`src/sv/sgs_pkg.sv`:
```
// Shared types, constants and helper functions of the sequence gap splitter.
package sgs_pkg;

  localparam int MAX_GAP     = 1024;
  localparam int CHUNK_WIDTH = 64;
  localparam int STORE_DEPTH = (MAX_GAP + CHUNK_WIDTH - 1) / CHUNK_WIDTH;
  localparam int ADDR_W      = $clog2(STORE_DEPTH);
  localparam int BIT_W       = $clog2(CHUNK_WIDTH);
  localparam int RUN_W       = $clog2(MAX_GAP + 1);

  localparam int CFG_W    = 11;
  localparam int SYM_W    = 8;
  localparam int KIND_W   = 2;
  localparam int PIECE_W  = 16;
  localparam int LEN_W    = 7;
  localparam int MASK_W   = 64;

  localparam logic [CFG_W-1:0]   MIN_GAP_RESET = CFG_W'(1000);
  localparam logic [SYM_W-1:0]   CH_LOWER_N    = 8'h6E;
  localparam logic [SYM_W-1:0]   CH_UPPER_N    = 8'h4E;
  localparam logic [PIECE_W-1:0] PIECE_MAX     = {PIECE_W{1'b1}};

  localparam logic [KIND_W-1:0] KIND_CHAR  = 2'd0;
  localparam logic [KIND_W-1:0] KIND_PIECE = 2'd1;
  localparam logic [KIND_W-1:0] KIND_CHUNK = 2'd2;
  localparam logic [KIND_W-1:0] KIND_END   = 2'd3;

  typedef struct packed {
    logic [KIND_W-1:0]  kind;
    logic [SYM_W-1:0]   out_symbol;
    logic [PIECE_W-1:0] piece_number;
    logic [LEN_W-1:0]   chunk_length;
    logic [MASK_W-1:0]  chunk_case_mask;
    logic               last;
  } out_item_t;

  typedef struct packed {
    logic                   en;
    logic [ADDR_W-1:0]      addr;
    logic [CHUNK_WIDTH-1:0] data;
  } store_wr_t;

  typedef struct packed {
    logic              en;
    logic [ADDR_W-1:0] addr;
  } store_rd_t;

  function automatic out_item_t make_item(logic [KIND_W-1:0] kind,
                                          logic [SYM_W-1:0] sym,
                                          logic [PIECE_W-1:0] piece,
                                          logic [LEN_W-1:0] len,
                                          logic [MASK_W-1:0] mask,
                                          logic last);
    out_item_t it;
    it.kind            = kind;
    it.out_symbol      = sym;
    it.piece_number    = piece;
    it.chunk_length    = len;
    it.chunk_case_mask = mask;
    it.last            = last;
    return it;
  endfunction

  // Zero counts as one, anything above the run ceiling as the ceiling.
  function automatic logic [RUN_W-1:0] eff_gap(logic [CFG_W-1:0] g);
    logic [RUN_W-1:0] r;
    if (g == '0) begin
      r = RUN_W'(1);
    end else if (g > CFG_W'(MAX_GAP)) begin
      r = RUN_W'(MAX_GAP);
    end else begin
      r = RUN_W'(g);
    end
    return r;
  endfunction

endpackage

```
`src/sv/sgs_if.sv`:
```
// Channel interfaces of the sequence gap splitter: input, result and configuration.
interface sgs_in_if;
  import sgs_pkg::*;
  logic             valid;
  logic             ready;
  logic             action;
  logic [SYM_W-1:0] symbol;
  modport source(output valid, action, symbol, input ready);
  modport sink(input valid, action, symbol, output ready);
endinterface

interface sgs_out_if;
  import sgs_pkg::*;
  logic               valid;
  logic               ready;
  logic [KIND_W-1:0]  kind;
  logic [SYM_W-1:0]   out_symbol;
  logic [PIECE_W-1:0] piece_number;
  logic [LEN_W-1:0]   chunk_length;
  logic [MASK_W-1:0]  chunk_case_mask;
  logic               last;
  modport source(output valid, kind, out_symbol, piece_number, chunk_length,
                 chunk_case_mask, last, input ready);
  modport sink(input valid, kind, out_symbol, piece_number, chunk_length,
               chunk_case_mask, last, output ready);
endinterface

interface sgs_cfg_if;
  import sgs_pkg::*;
  logic             valid;
  logic             ready;
  logic [CFG_W-1:0] min_gap;
  modport source(output valid, min_gap, input ready);
  modport sink(input valid, min_gap, output ready);
endinterface

```
`src/sv/sequence_gap_splitter.sv`:
```
// Sequence gap splitter top level: configuration register, sequencer and case store.
// Ordinary characters and N characters are taken back to back while results
// are not stalled. A character that ends a long run is sent as a piece start,
// then the character, as is the first character of a sequence and an end
// marker at the start of a sequence. A character or end marker that replays a
// short run goes through these steps: the accepting cycle reads the first case
// word, the case store has one read port and delivers one 64-character chunk
// per cycle, while results are taken, into the single output register, and the
// final transaction follows the last chunk. A stalled result holds the block
// until it is taken. The case store needs no clearing pass after reset.
module sequence_gap_splitter (
  input  logic      clk,
  input  logic      rst_n,
  sgs_in_if.sink    in_ch,
  sgs_out_if.source out_ch,
  sgs_cfg_if.sink   cfg_ch
);
  import sgs_pkg::*;

  logic [RUN_W-1:0]       gap_r;
  store_wr_t              wr;
  store_rd_t              rd;
  logic [CHUNK_WIDTH-1:0] rd_data;

  assign cfg_ch.ready = 1'b1;

  // The clamped threshold is kept rather than the raw register value.
  always_ff @(posedge clk) begin
    if (!rst_n) begin
      gap_r <= eff_gap(MIN_GAP_RESET);
    end else if (cfg_ch.valid && cfg_ch.ready) begin
      gap_r <= eff_gap(cfg_ch.min_gap);
    end
  end

  sgs_seq u_seq (
    .clk     (clk),
    .rst_n   (rst_n),
    .gap     (gap_r),
    .in_ch   (in_ch),
    .out_ch  (out_ch),
    .wr      (wr),
    .rd      (rd),
    .rd_data (rd_data)
  );

  sgs_case_store u_store (
    .clk     (clk),
    .wr      (wr),
    .rd      (rd),
    .rd_data (rd_data)
  );

endmodule

```
`src/sv/sgs_case_store.sv`:
```
// Case store: one 64-bit word per chunk of the current N run, registered read.
module sgs_case_store (
  input  logic                           clk,
  input  sgs_pkg::store_wr_t             wr,
  input  sgs_pkg::store_rd_t             rd,
  output logic [sgs_pkg::CHUNK_WIDTH-1:0] rd_data
);
  import sgs_pkg::*;

  logic [CHUNK_WIDTH-1:0] mem [STORE_DEPTH];
  logic [CHUNK_WIDTH-1:0] rd_data_r;

  always_ff @(posedge clk) begin
    if (wr.en) begin
      mem[wr.addr] <= wr.data;
    end
  end

  // The read word holds while no read is issued, so a stalled chunk keeps its mask.
  always_ff @(posedge clk) begin
    if (rd.en) begin
      rd_data_r <= mem[rd.addr];
    end
  end

  assign rd_data = rd_data_r;

endmodule

```
`src/sv/sgs_seq.sv`:
```
// Sequencer: run tracking, piece numbering, chunk replay and the output register.
module sgs_seq (
  input  logic                            clk,
  input  logic                            rst_n,
  input  logic [sgs_pkg::RUN_W-1:0]       gap,
  sgs_in_if.sink                          in_ch,
  sgs_out_if.source                       out_ch,
  output sgs_pkg::store_wr_t              wr,
  output sgs_pkg::store_rd_t              rd,
  input  logic [sgs_pkg::CHUNK_WIDTH-1:0] rd_data
);
  import sgs_pkg::*;

  localparam logic [1:0] ST_IDLE  = 2'd0;
  localparam logic [1:0] ST_EMIT  = 2'd1;
  localparam logic [1:0] ST_FINAL = 2'd2;

  logic [1:0]             state_r, state_nxt;
  logic                   at_start_r, at_start_nxt;
  logic [RUN_W-1:0]       run_r, run_nxt;
  logic [PIECE_W-1:0]     pieces_r, pieces_nxt;
  logic [CHUNK_WIDTH-1:0] cur_word_r, cur_word_nxt;
  logic [RUN_W-1:0]       rem_r, rem_nxt;
  logic [ADDR_W-1:0]      k_r, k_nxt;
  logic                   fin_end_r, fin_end_nxt;
  logic [SYM_W-1:0]       fin_sym_r, fin_sym_nxt;
  logic                   out_valid_r, out_valid_nxt;
  out_item_t              out_r, out_nxt;

  logic                   emit_ok;
  logic                   accept;
  logic                   is_n;
  logic                   run_nz;
  logic                   run_long;
  logic [BIT_W-1:0]       bit_pos;
  logic [LEN_W-1:0]       chunk_len;
  logic [MASK_W-1:0]      chunk_mask;
  logic [PIECE_W-1:0]     pieces_inc;

  assign emit_ok    = !out_valid_r || out_ch.ready;
  assign in_ch.ready = (state_r == ST_IDLE) && emit_ok;
  assign accept     = in_ch.valid && in_ch.ready;
  assign is_n       = (in_ch.symbol == CH_LOWER_N) || (in_ch.symbol == CH_UPPER_N);
  assign run_nz     = (run_r != '0);
  assign run_long   = (run_r >= gap);
  assign bit_pos    = run_r[BIT_W-1:0];
  assign chunk_len  = (rem_r > RUN_W'(CHUNK_WIDTH)) ? LEN_W'(CHUNK_WIDTH) : rem_r[LEN_W-1:0];
  assign chunk_mask = rd_data & ~({MASK_W{1'b1}} << chunk_len);
  assign pieces_inc = (pieces_r == PIECE_MAX) ? pieces_r : pieces_r + PIECE_W'(1);

  always_comb begin
    state_nxt     = state_r;
    at_start_nxt  = at_start_r;
    run_nxt       = run_r;
    pieces_nxt    = pieces_r;
    cur_word_nxt  = cur_word_r;
    rem_nxt       = rem_r;
    k_nxt         = k_r;
    fin_end_nxt   = fin_end_r;
    fin_sym_nxt   = fin_sym_r;
    out_valid_nxt = out_valid_r && !out_ch.ready;
    out_nxt       = out_r;
    wr            = '{en: 1'b0, addr: run_r[BIT_W +: ADDR_W], data: cur_word_r};
    rd            = '{en: 1'b0, addr: k_r};

    unique case (state_r)
      ST_IDLE: begin
        if (accept) begin
          if (in_ch.action) begin
            fin_end_nxt = 1'b1;
            if (at_start_r) begin
              out_valid_nxt = 1'b1;
              out_nxt = make_item(KIND_PIECE, '0, pieces_r, '0, '0, 1'b0);
              state_nxt = ST_FINAL;
            end else if (run_nz && !run_long) begin
              rd = '{en: 1'b1, addr: '0};
              k_nxt = '0;
              rem_nxt = run_r;
              state_nxt = ST_EMIT;
            end else begin
              out_valid_nxt = 1'b1;
              out_nxt = make_item(KIND_END, '0, '0, '0, '0, 1'b1);
            end
            at_start_nxt = 1'b1;
            run_nxt = '0;
            pieces_nxt = '0;
          end else if (at_start_r) begin
            out_valid_nxt = 1'b1;
            out_nxt = make_item(KIND_PIECE, '0, '0, '0, '0, 1'b0);
            pieces_nxt = PIECE_W'(1);
            fin_end_nxt = 1'b0;
            fin_sym_nxt = in_ch.symbol;
            state_nxt = ST_FINAL;
            at_start_nxt = 1'b0;
            run_nxt = '0;
          end else if (is_n) begin
            if (run_r < RUN_W'(MAX_GAP)) begin
              // The word under construction lives in cur_word_r, so no read-back
              // is needed; each character writes the updated word through.
              cur_word_nxt = (bit_pos == '0) ? '0 : cur_word_r;
              cur_word_nxt[bit_pos] = (in_ch.symbol == CH_LOWER_N);
              wr = '{en: 1'b1, addr: run_r[BIT_W +: ADDR_W], data: cur_word_nxt};
              run_nxt = run_r + RUN_W'(1);
            end
          end else begin
            fin_end_nxt = 1'b0;
            fin_sym_nxt = in_ch.symbol;
            if (run_nz && run_long) begin
              out_valid_nxt = 1'b1;
              out_nxt = make_item(KIND_PIECE, '0, pieces_r, '0, '0, 1'b0);
              pieces_nxt = pieces_inc;
              state_nxt = ST_FINAL;
            end else if (run_nz) begin
              rd = '{en: 1'b1, addr: '0};
              k_nxt = '0;
              rem_nxt = run_r;
              state_nxt = ST_EMIT;
            end else begin
              out_valid_nxt = 1'b1;
              out_nxt = make_item(KIND_CHAR, in_ch.symbol, '0, '0, '0, 1'b1);
            end
            run_nxt = '0;
          end
        end
      end
      ST_EMIT: begin
        if (emit_ok) begin
          out_valid_nxt = 1'b1;
          out_nxt = make_item(KIND_CHUNK, '0, '0, chunk_len, chunk_mask, 1'b0);
          if (rem_r > RUN_W'(CHUNK_WIDTH)) begin
            rem_nxt = rem_r - RUN_W'(CHUNK_WIDTH);
            k_nxt = k_r + ADDR_W'(1);
            rd = '{en: 1'b1, addr: k_r + ADDR_W'(1)};
          end else begin
            state_nxt = ST_FINAL;
          end
        end
      end
      ST_FINAL: begin
        if (emit_ok) begin
          out_valid_nxt = 1'b1;
          out_nxt = fin_end_r ? make_item(KIND_END, '0, '0, '0, '0, 1'b1)
                              : make_item(KIND_CHAR, fin_sym_r, '0, '0, '0, 1'b1);
          state_nxt = ST_IDLE;
        end
      end
      default: begin
        state_nxt = ST_IDLE;
      end
    endcase
  end

  always_ff @(posedge clk) begin
    if (!rst_n) begin
      state_r     <= ST_IDLE;
      at_start_r  <= 1'b1;
      run_r       <= '0;
      pieces_r    <= '0;
      out_valid_r <= 1'b0;
    end else begin
      state_r     <= state_nxt;
      at_start_r  <= at_start_nxt;
      run_r       <= run_nxt;
      pieces_r    <= pieces_nxt;
      out_valid_r <= out_valid_nxt;
    end
  end

  always_ff @(posedge clk) begin
    cur_word_r <= cur_word_nxt;
    rem_r      <= rem_nxt;
    k_r        <= k_nxt;
    fin_end_r  <= fin_end_nxt;
    fin_sym_r  <= fin_sym_nxt;
    out_r      <= out_nxt;
  end

  assign out_ch.valid           = out_valid_r;
  assign out_ch.kind            = out_r.kind;
  assign out_ch.out_symbol      = out_r.out_symbol;
  assign out_ch.piece_number    = out_r.piece_number;
  assign out_ch.chunk_length    = out_r.chunk_length;
  assign out_ch.chunk_case_mask = out_r.chunk_case_mask;
  assign out_ch.last            = out_r.last;

endmodule

```
`src/flat_wrapper.sv`:
```
// flat-port wrapper written by rule: the top's interface ports become plain ports
module sequence_gap_splitter_flat import sgs_pkg::*;
  (clk, rst_n, in_ch_valid, in_ch_action, in_ch_symbol, in_ch_ready, out_ch_valid, out_ch_kind, out_ch_out_symbol, out_ch_piece_number, out_ch_chunk_length, out_ch_chunk_case_mask, out_ch_last, out_ch_ready, cfg_ch_valid, cfg_ch_min_gap, cfg_ch_ready);
  sgs_in_if in_ch_i ();
  sgs_out_if out_ch_i ();
  sgs_cfg_if cfg_ch_i ();
  input  logic clk;
  input  logic rst_n;
  input wire logic [$bits(in_ch_i.valid)-1:0] in_ch_valid;
  input wire logic [$bits(in_ch_i.action)-1:0] in_ch_action;
  input wire logic [$bits(in_ch_i.symbol)-1:0] in_ch_symbol;
  output wire logic [$bits(in_ch_i.ready)-1:0] in_ch_ready;
  output wire logic [$bits(out_ch_i.valid)-1:0] out_ch_valid;
  output wire logic [$bits(out_ch_i.kind)-1:0] out_ch_kind;
  output wire logic [$bits(out_ch_i.out_symbol)-1:0] out_ch_out_symbol;
  output wire logic [$bits(out_ch_i.piece_number)-1:0] out_ch_piece_number;
  output wire logic [$bits(out_ch_i.chunk_length)-1:0] out_ch_chunk_length;
  output wire logic [$bits(out_ch_i.chunk_case_mask)-1:0] out_ch_chunk_case_mask;
  output wire logic [$bits(out_ch_i.last)-1:0] out_ch_last;
  input wire logic [$bits(out_ch_i.ready)-1:0] out_ch_ready;
  input wire logic [$bits(cfg_ch_i.valid)-1:0] cfg_ch_valid;
  input wire logic [$bits(cfg_ch_i.min_gap)-1:0] cfg_ch_min_gap;
  output wire logic [$bits(cfg_ch_i.ready)-1:0] cfg_ch_ready;
  assign in_ch_i.valid = in_ch_valid;
  assign in_ch_i.action = in_ch_action;
  assign in_ch_i.symbol = in_ch_symbol;
  assign in_ch_ready = in_ch_i.ready;
  assign out_ch_valid = out_ch_i.valid;
  assign out_ch_kind = out_ch_i.kind;
  assign out_ch_out_symbol = out_ch_i.out_symbol;
  assign out_ch_piece_number = out_ch_i.piece_number;
  assign out_ch_chunk_length = out_ch_i.chunk_length;
  assign out_ch_chunk_case_mask = out_ch_i.chunk_case_mask;
  assign out_ch_last = out_ch_i.last;
  assign out_ch_i.ready = out_ch_ready;
  assign cfg_ch_i.valid = cfg_ch_valid;
  assign cfg_ch_i.min_gap = cfg_ch_min_gap;
  assign cfg_ch_ready = cfg_ch_i.ready;
  sequence_gap_splitter u_core (.clk(clk), .rst_n(rst_n), .in_ch(in_ch_i), .out_ch(out_ch_i), .cfg_ch(cfg_ch_i));
endmodule
```
`config.mk`:
```
export PLATFORM = sky130hd
export DESIGN_NAME = sequence_gap_splitter_flat
export DESIGN_NICKNAME = d
export VERILOG_FILES = /design/src/sv/sgs_pkg.sv /design/src/sv/sgs_if.sv /design/src/sv/sequence_gap_splitter.sv /design/src/sv/sgs_case_store.sv /design/src/sv/sgs_seq.sv /design/src/flat_wrapper.sv
export SDC_FILE = /design/constraint.sdc
export NUM_CORES = 1
export LEC_CHECK = 0
export ABC_AREA = 0
export BUFFER_PORTS_ARGS = -buffer_cell sky130_fd_sc_hd__buf_2
export CELL_PAD_IN_SITES_DETAIL_PLACEMENT = 1
export CELL_PAD_IN_SITES_GLOBAL_PLACEMENT = 1
export CORE_UTILIZATION = 53
export DETAILED_ROUTE_END_ITERATION = 12
export GPL_TIMING_DRIVEN = 0
export PLACE_DENSITY_LB_ADDON = 0.05
export SYNTH_ARGS = -nofsm -noshare
export SYNTH_HDL_FRONTEND = slang
export SYNTH_SLANG_ARGS = --single-unit
```
`constraint.sdc`:
```
create_clock -name clk -period 13.8 [get_ports clk]
set_clock_uncertainty 0.1 [all_clocks]
set_input_delay 2.07 -clock clk [delete_from_list [all_inputs] [get_ports clk]]
set_output_delay 2.07 -clock clk [all_outputs]
set_load 0.005 [all_outputs]
```
After elaboration in Yosys (flattened, before gate mapping)
Memory sizes are Yosys's and may differ from the RTL's. A register that Yosys moved wholly into a read port is not among the register bits.
Index checks and enable logic that the tools add are counted.
{ "word_totals": {"ff_bits": 228, "ram_bits": 1024, "word_cells": 181, "mem_count": 1} }
{ "classes": {"n_addsub": 4, "n_lt_le_gt_ge": 6, "eq_ne": 24, "shifts": 1, "n_mux": 96, "n_bitwise": 4, "reduce_logical": 28} }
{ "memory_table": {"columns": ["memory", "depth", "width", "rd", "rd_ports_with_merged_regs", "write_ports", "line", "rtl"], "rows": [
  ["u_core.u_store.mem", 16, 64, 1, 1, 1, "sgs_case_store.sv:10", "logic [CHUNK_WIDTH-1:0] mem [STORE_DEPTH];"]
]} }
{ "ops": {"columns": ["op", "count"], "rows": [
  ["98-bit 2-to-1 mux", 11],
  ["69-bit 2-to-1 mux", 6],
  ["98-bit one-hot mux with 3 select lines", 1],
  ["11-bit 2-to-1 mux", 16],
  ["16-bit 2-to-1 mux", 5],
  ["64-bit AND", 1],
  ["64-bit bitwise mux", 1],
  ["64-bit 2-to-1 mux", 1],
  ["64-bit inverter", 1],
  ["64-bit by 7-bit left shift with 64-bit output, first input constant", 1],
  ["5-bit 2-to-1 mux", 10],
  ["4-bit 2-to-1 mux", 10],
  ["2-bit 2-to-1 mux", 11],
  ["11-bit one-hot mux with 2 select lines", 1],
  ["16-bit by 1-bit adder with 16-bit output, second input constant", 1],
  ["16-bit == test, second input constant", 1],
  ["8-bit by 7-bit == test with 1-bit output, second input constant", 2],
  ["8-bit 2-to-1 mux", 2],
  ["1-bit 2-to-1 mux", 15],
  ["3-bit inequality test, second input constant", 5],
  ["2-bit inequality test, second input constant", 7],
  ["7-bit AND reduction", 2],
  ["11-bit by 1-bit adder with 11-bit output, second input constant", 1],
  ["11-bit greater-or-equal comparator", 1],
  ["36 further kinds", 50]
]} }

Logic depth before layout (Yosys ltp)
{ "logic_depth": {"depth_word": 13, "ltp_mapped": 13, "ltp_nobuf": 10} }

Cells and area by module
Synthesis repeated with hierarchy kept, for this count alone.
{ "hier_totals": {"cells_unflattened": 2926, "hier_area_um2": 52457.8} }
{ "by_module_without_submodules": {"columns": ["mod", "n_inst", "cells_per_inst", "area_each_um2", "seq_area_each_um2"], "rows": [
  ["sgs_case_store", 1, 1647, 40222.3, 32671.3],
  ["sgs_seq", 1, 1223, 11742.5, 6206.0],
  ["sequence_gap_splitter", 1, 56, 493.0, 220.2]
]} }

Worst setup path before layout
OpenSTA, ideal clock, no wires.
{ "synth_timing": {"path_kind": "input to register", "start": "input in_ch_action", "end": "register u_core.u_seq.out_r (netlist bit u_core.u_seq.out_ch.chunk_case_mask[0]), enable pin", "setup_ps": 700, "arrival_ps": 10121, "required_ps": 13000, "setup_slack_ps": 2879, "cell_stages": 5, "path_cell_list": "clkbuf_1 -> nor2_1 -> a21oi_1 -> nand2_1 -> a211oi_1"} }
{ "synth_between": {"elab_chain_len": 2, "elab_cells_between_ends": 4} }
{ "synth_rtl": {"columns": ["item", "line", "rtl"], "rows": [
  ["start, declared", "flat_wrapper.sv:10", "input wire logic [$bits(in_ch_i.action)-1:0] in_ch_action;"],
  ["5-bit by 4-bit inequality test with 1-bit output (no line) / 4-bit inequality test (equally long branches)", null, null],
  ["7-bit AND reduction (no line) (*)", null, null],
  ["end signal, assigned", "sgs_seq.sv:175", "out_r <= out_nxt;"],
  ["end, declared", "sgs_seq.sv:28", "out_item_t out_r, out_nxt;"]
]} }
Every way passes the cells marked *; elsewhere a longest branch is shown, timed or not.
A chain may end at the register's enable or synchronous reset.

Worst setup path after layout
{ "layout_timing": {"start": "input out_ch_ready", "end": "memory u_core.u_store.mem[2][29], enable pin"} }
{ "layout_between": {"elab_chain_len": 7} }
{ "layout_rtl": {"columns": ["item", "line", "rtl"], "rows": [
  ["start, declared", "flat_wrapper.sv:20", "input wire logic [$bits(out_ch_i.ready)-1:0] out_ch_ready;"],
  ["1-bit logical OR (*)", "sgs_seq.sv:40", "assign emit_ok = !out_valid_r || out_ch.ready;"],
  ["1-bit logical AND (*)", "sgs_seq.sv:41", "assign in_ch.ready = (state_r == ST_IDLE) && emit_ok;"],
  ["1-bit logical AND (*)", "sgs_seq.sv:42", "assign accept = in_ch.valid && in_ch.ready;"],
  ["69-bit 2-to-1 mux (*)", "sgs_seq.sv:68", "if (accept) begin"],
  ["69-bit 2-to-1 mux (*)", "sgs_seq.sv:66", "unique case (state_r)"],
  ["1-bit 2-to-1 mux", "sgs_case_store.sv:14", "if (wr.en) begin"],
  ["1-bit 2-to-1 mux (implied by the code)", "sgs_case_store.sv:15", "mem[wr.addr] <= wr.data;"],
  ["end, declared", "sgs_case_store.sv:10", null]
]} }
Marked as above.

==> flow_summary.toml <==
[grt]
grt_pass1_wl_um = 231000
grt_overflow = 0
track_usage_pct = 32.3
antenna_found_initial = 14
grt_max_degree = 49
grt_pass1_vias = 33525

[timing]
hold_violations = 0
period_share_pct = 50.9
rsz0062_at_grt = "no"
slew_headroom_pct = 8.15
drv_slew = 0
post-route-min-period_ps = 7030
worst_slack_ps = 6770
tightest_slew_ps = 1370
setup_violations = 0
fmax_mhz = 142

[cells_and_area]
fin_area_mm2 = 0.0605
drive_gt1_share_pct = 13.8
fin_util_pct = 61.5
syn2layout_area_growth_pct = 14.9
final_nets = 3727

[clock_tree]
clkTransAtPathRegs_ps = 60
cts_tree = "yes"
numCtsBuffers = 137
holdBufCountCts = 0
post-cts-setup-buffer-count = 0
clock_path_buffers = 3
clkSinkCount = 1316
cts_root_buf = "clkbuf_16"
clock_latency_ps = 740
cts_resized = 0
h-tree-depth = 4

[synth]
syn_area_mm2 = 0.0527
synth_largest_area_cell = "edfxtp_1"
netlist.area_leader.share_pct = 72.6
ys_seq_area_share_pct = 74.2
yosysWarnings = 0
syn_area_per_cell_um2 = 15.8
synth_top_cells_by_count = "edfxtp_1, mux2i_1, nand2_1"
synthMostInstantiatedCell = "edfxtp_1"
synth.distinct_cells = 70
yosys-top-cells-area = "edfxtp_1, mux2i_1, o22ai_1"
synth-async-reset-ratio_pct = 0
syn_nets = 3386
synth-seq-cells = 1316
synthFlopType = "edfxtp_1"
syn_inst = 3339
synth_edf_count = 1274

[floorplan]
chipHeight_um = 317
core-area_mm2 = 0.0984
io_pins = 126
die_w_um = 317
start_util_pct = 53.5
rows = 115
die_area_mm2 = 0.101

[drt]
vias = 32607
dr.max_layer_used = "met5"
drt_iter0_markers = 3493
firstDrtPassIters = 5
routed_via_density = 6.42
wl_um = 162000
wl_met2_um = 77600
wl_met3_um = 13400
antenna_left = 0
drc = 0
wire_per_inst_um = 31.9
route.layer.met1.wl_um = 65600

[outcome]
status = "complete, no violations"

[place]
gp_congestion = 0.911
place_ws_ps = 6190
dp_hpwl_um = 112000
place_area_mm2 = 0.0563
port_buffers = 124

[power]
vdd_drop_max_v = 0.000136
cellPowerDensity_mw_per_mm2 = 188
power_frac_seq_pct = 42.1
clock_power_share_pct = 31.0
combPwrFrac_pct = 26.8
p_int_w = 0.00767
p_sw_share_pct = 32.6
p_total_w = 0.0114
netSwitchingPower_w = 0.00372
leakage_nw = 21.2

[setup_path]
arrival_ps = 7370
cp-start-kind = "input port"
crit_type = "input port to register"
required_ps = 14140
rrSetupSlack_ps = 7370
crit_fanout = 10
end_kind = "register"

[worst_hold_path]
min_path_type = "register to register"

[flow_run]
max_cap_viol_count = 0
-- layer usage --
layer  up-vias  GRT usage (%)
li1      13799              -
met1     17016           43.9
met2      1501           52.1
met3       285           6.31
met4         6           11.7
met5         -              0
-- flip-flops by register name, indices dropped and copies added (netlist names), 11 cells and up --
register                             cells
u_core.gap_r                            11
u_core.u_seq.cur_word_r                 64
u_core.u_seq.out_ch.chunk_case_mask     64
u_core.u_seq.out_ch.piece_number        16
u_core.u_seq.pieces_r                   16
u_core.u_seq.rem_r                      11
u_core.u_seq.run_r                      11
u_core.u_store.mem                    1024
u_core.u_store.rd_data                  64
-- cells by family (layout without fill, tap and decap cells) --
family	after synthesis	count (layout)	synth area share (%)
flops	1316	1316	74.2
simple gates	746	746	7.00
compound gates	534	534	6.81
mux	467	467	8.91
buf+inv	226	672	2.10
xor+xnor	27	27	0.449
fa+ha+maj	22	22	0.522
other cells	1	7	0.00712
-- final timing paths --
path,cells past startpoint,endpoint,from
min,2,u_core.gap_r[6],u_core.gap_r[6]
max reg2reg,15,u_core.u_store.mem[2][29],u_core.u_seq.state_r[0]
max,14,u_core.u_store.mem[2][29],out_ch_ready
min reg2reg,2,u_core.gap_r[6],u_core.gap_r[6]
-- critical path, cell delays in order --
cell,delay [ps]
buf_2,100
nor2b_1,90
nor2_1,180
nand2_1,250
nor2_1,560
nand3_1,670
inv_1,450
clkbuf_1,820
nand3b_1,480
nor3_2,750
buf_6,260
buf_6,190
buf_4,240
buf_6,200
-- power by group through the flow --
stage	sequential (W)	clock [W]	combinational [W]
after floorplan	0.00486	0	0.00165
after global placement	0.00494	0	0.00284
after detailed placement	0.00487	0	0.00299
after CTS	0.00479	0.00357	0.00303
after global routing	0.00480	0.00370	0.00319
final	0.00479	0.00353	0.00306
-- through the flow --
| stage | setup TNS (ps) | instances | hold slack [ps] |
|---|---|---|---|
| 2_1_floorplan | 0 | 3339 | 359 |
| 3_3_place_gp | -516630 | 4750 | 392 |
| 3_5_place_dp | 0 | 4826 | 401 |
| 4_1_cts | 0 | 5070 | 409 |
| 5_1_grt | 0 | 5075 | 433 |
| 6_report | 0 | 5078 | 405 |
-- area by class of cell --
cell class,count,area (um^2)
Antenna cell,6,15.0
Buffer,197,1000
Clock buffer,174,3640
Clock inverter,70,564
Fill cell,8940,37900
Inverter,29,109
Multi-Input combinational cell,1797,12600
Sequential cell,1316,39100
Tap cell,1287,1610
Timing Repair Buffer,202,1840
-- cell usage in the layout (no fill, tap or decap), types with 10 or more instances in the layout --
master | netlist | layout
edfxtp_1 | 1274 | 1274
mux2i_1 | 452 | 452
nand2_1 | 297 | 296
o22ai_1 | 192 | 192
buf_2 | 56 | 180
clkbuf_16 | 0 | 140
clkbuf_1 | 102 | 134
o21ai_0 | 92 | 92
nand3_1 | 85 | 85
nor2_1 | 88 | 76
nor2b_1 | 74 | 74
a211oi_1 | 68 | 67
or4_1 | 65 | 65
a2111oi_0 | 64 | 64
buf_6 | 21 | 53
a21oi_1 | 48 | 48
dfxtp_1 | 42 | 42
clkinv_1 | 0 | 33
and3_1 | 31 | 31
buf_12 | 0 | 29
inv_1 | 28 | 28
nor3_1 | 33 | 25
and2_1 | 25 | 25
xnor2_1 | 22 | 22
ha_1 | 22 | 22
clkinv_2 | 0 | 19
mux2_2 | 15 | 15
buf_4 | 8 | 13
nor2_4 | 0 | 12
buf_1 | 10 | 10
(Power assumes the default switching activity.)
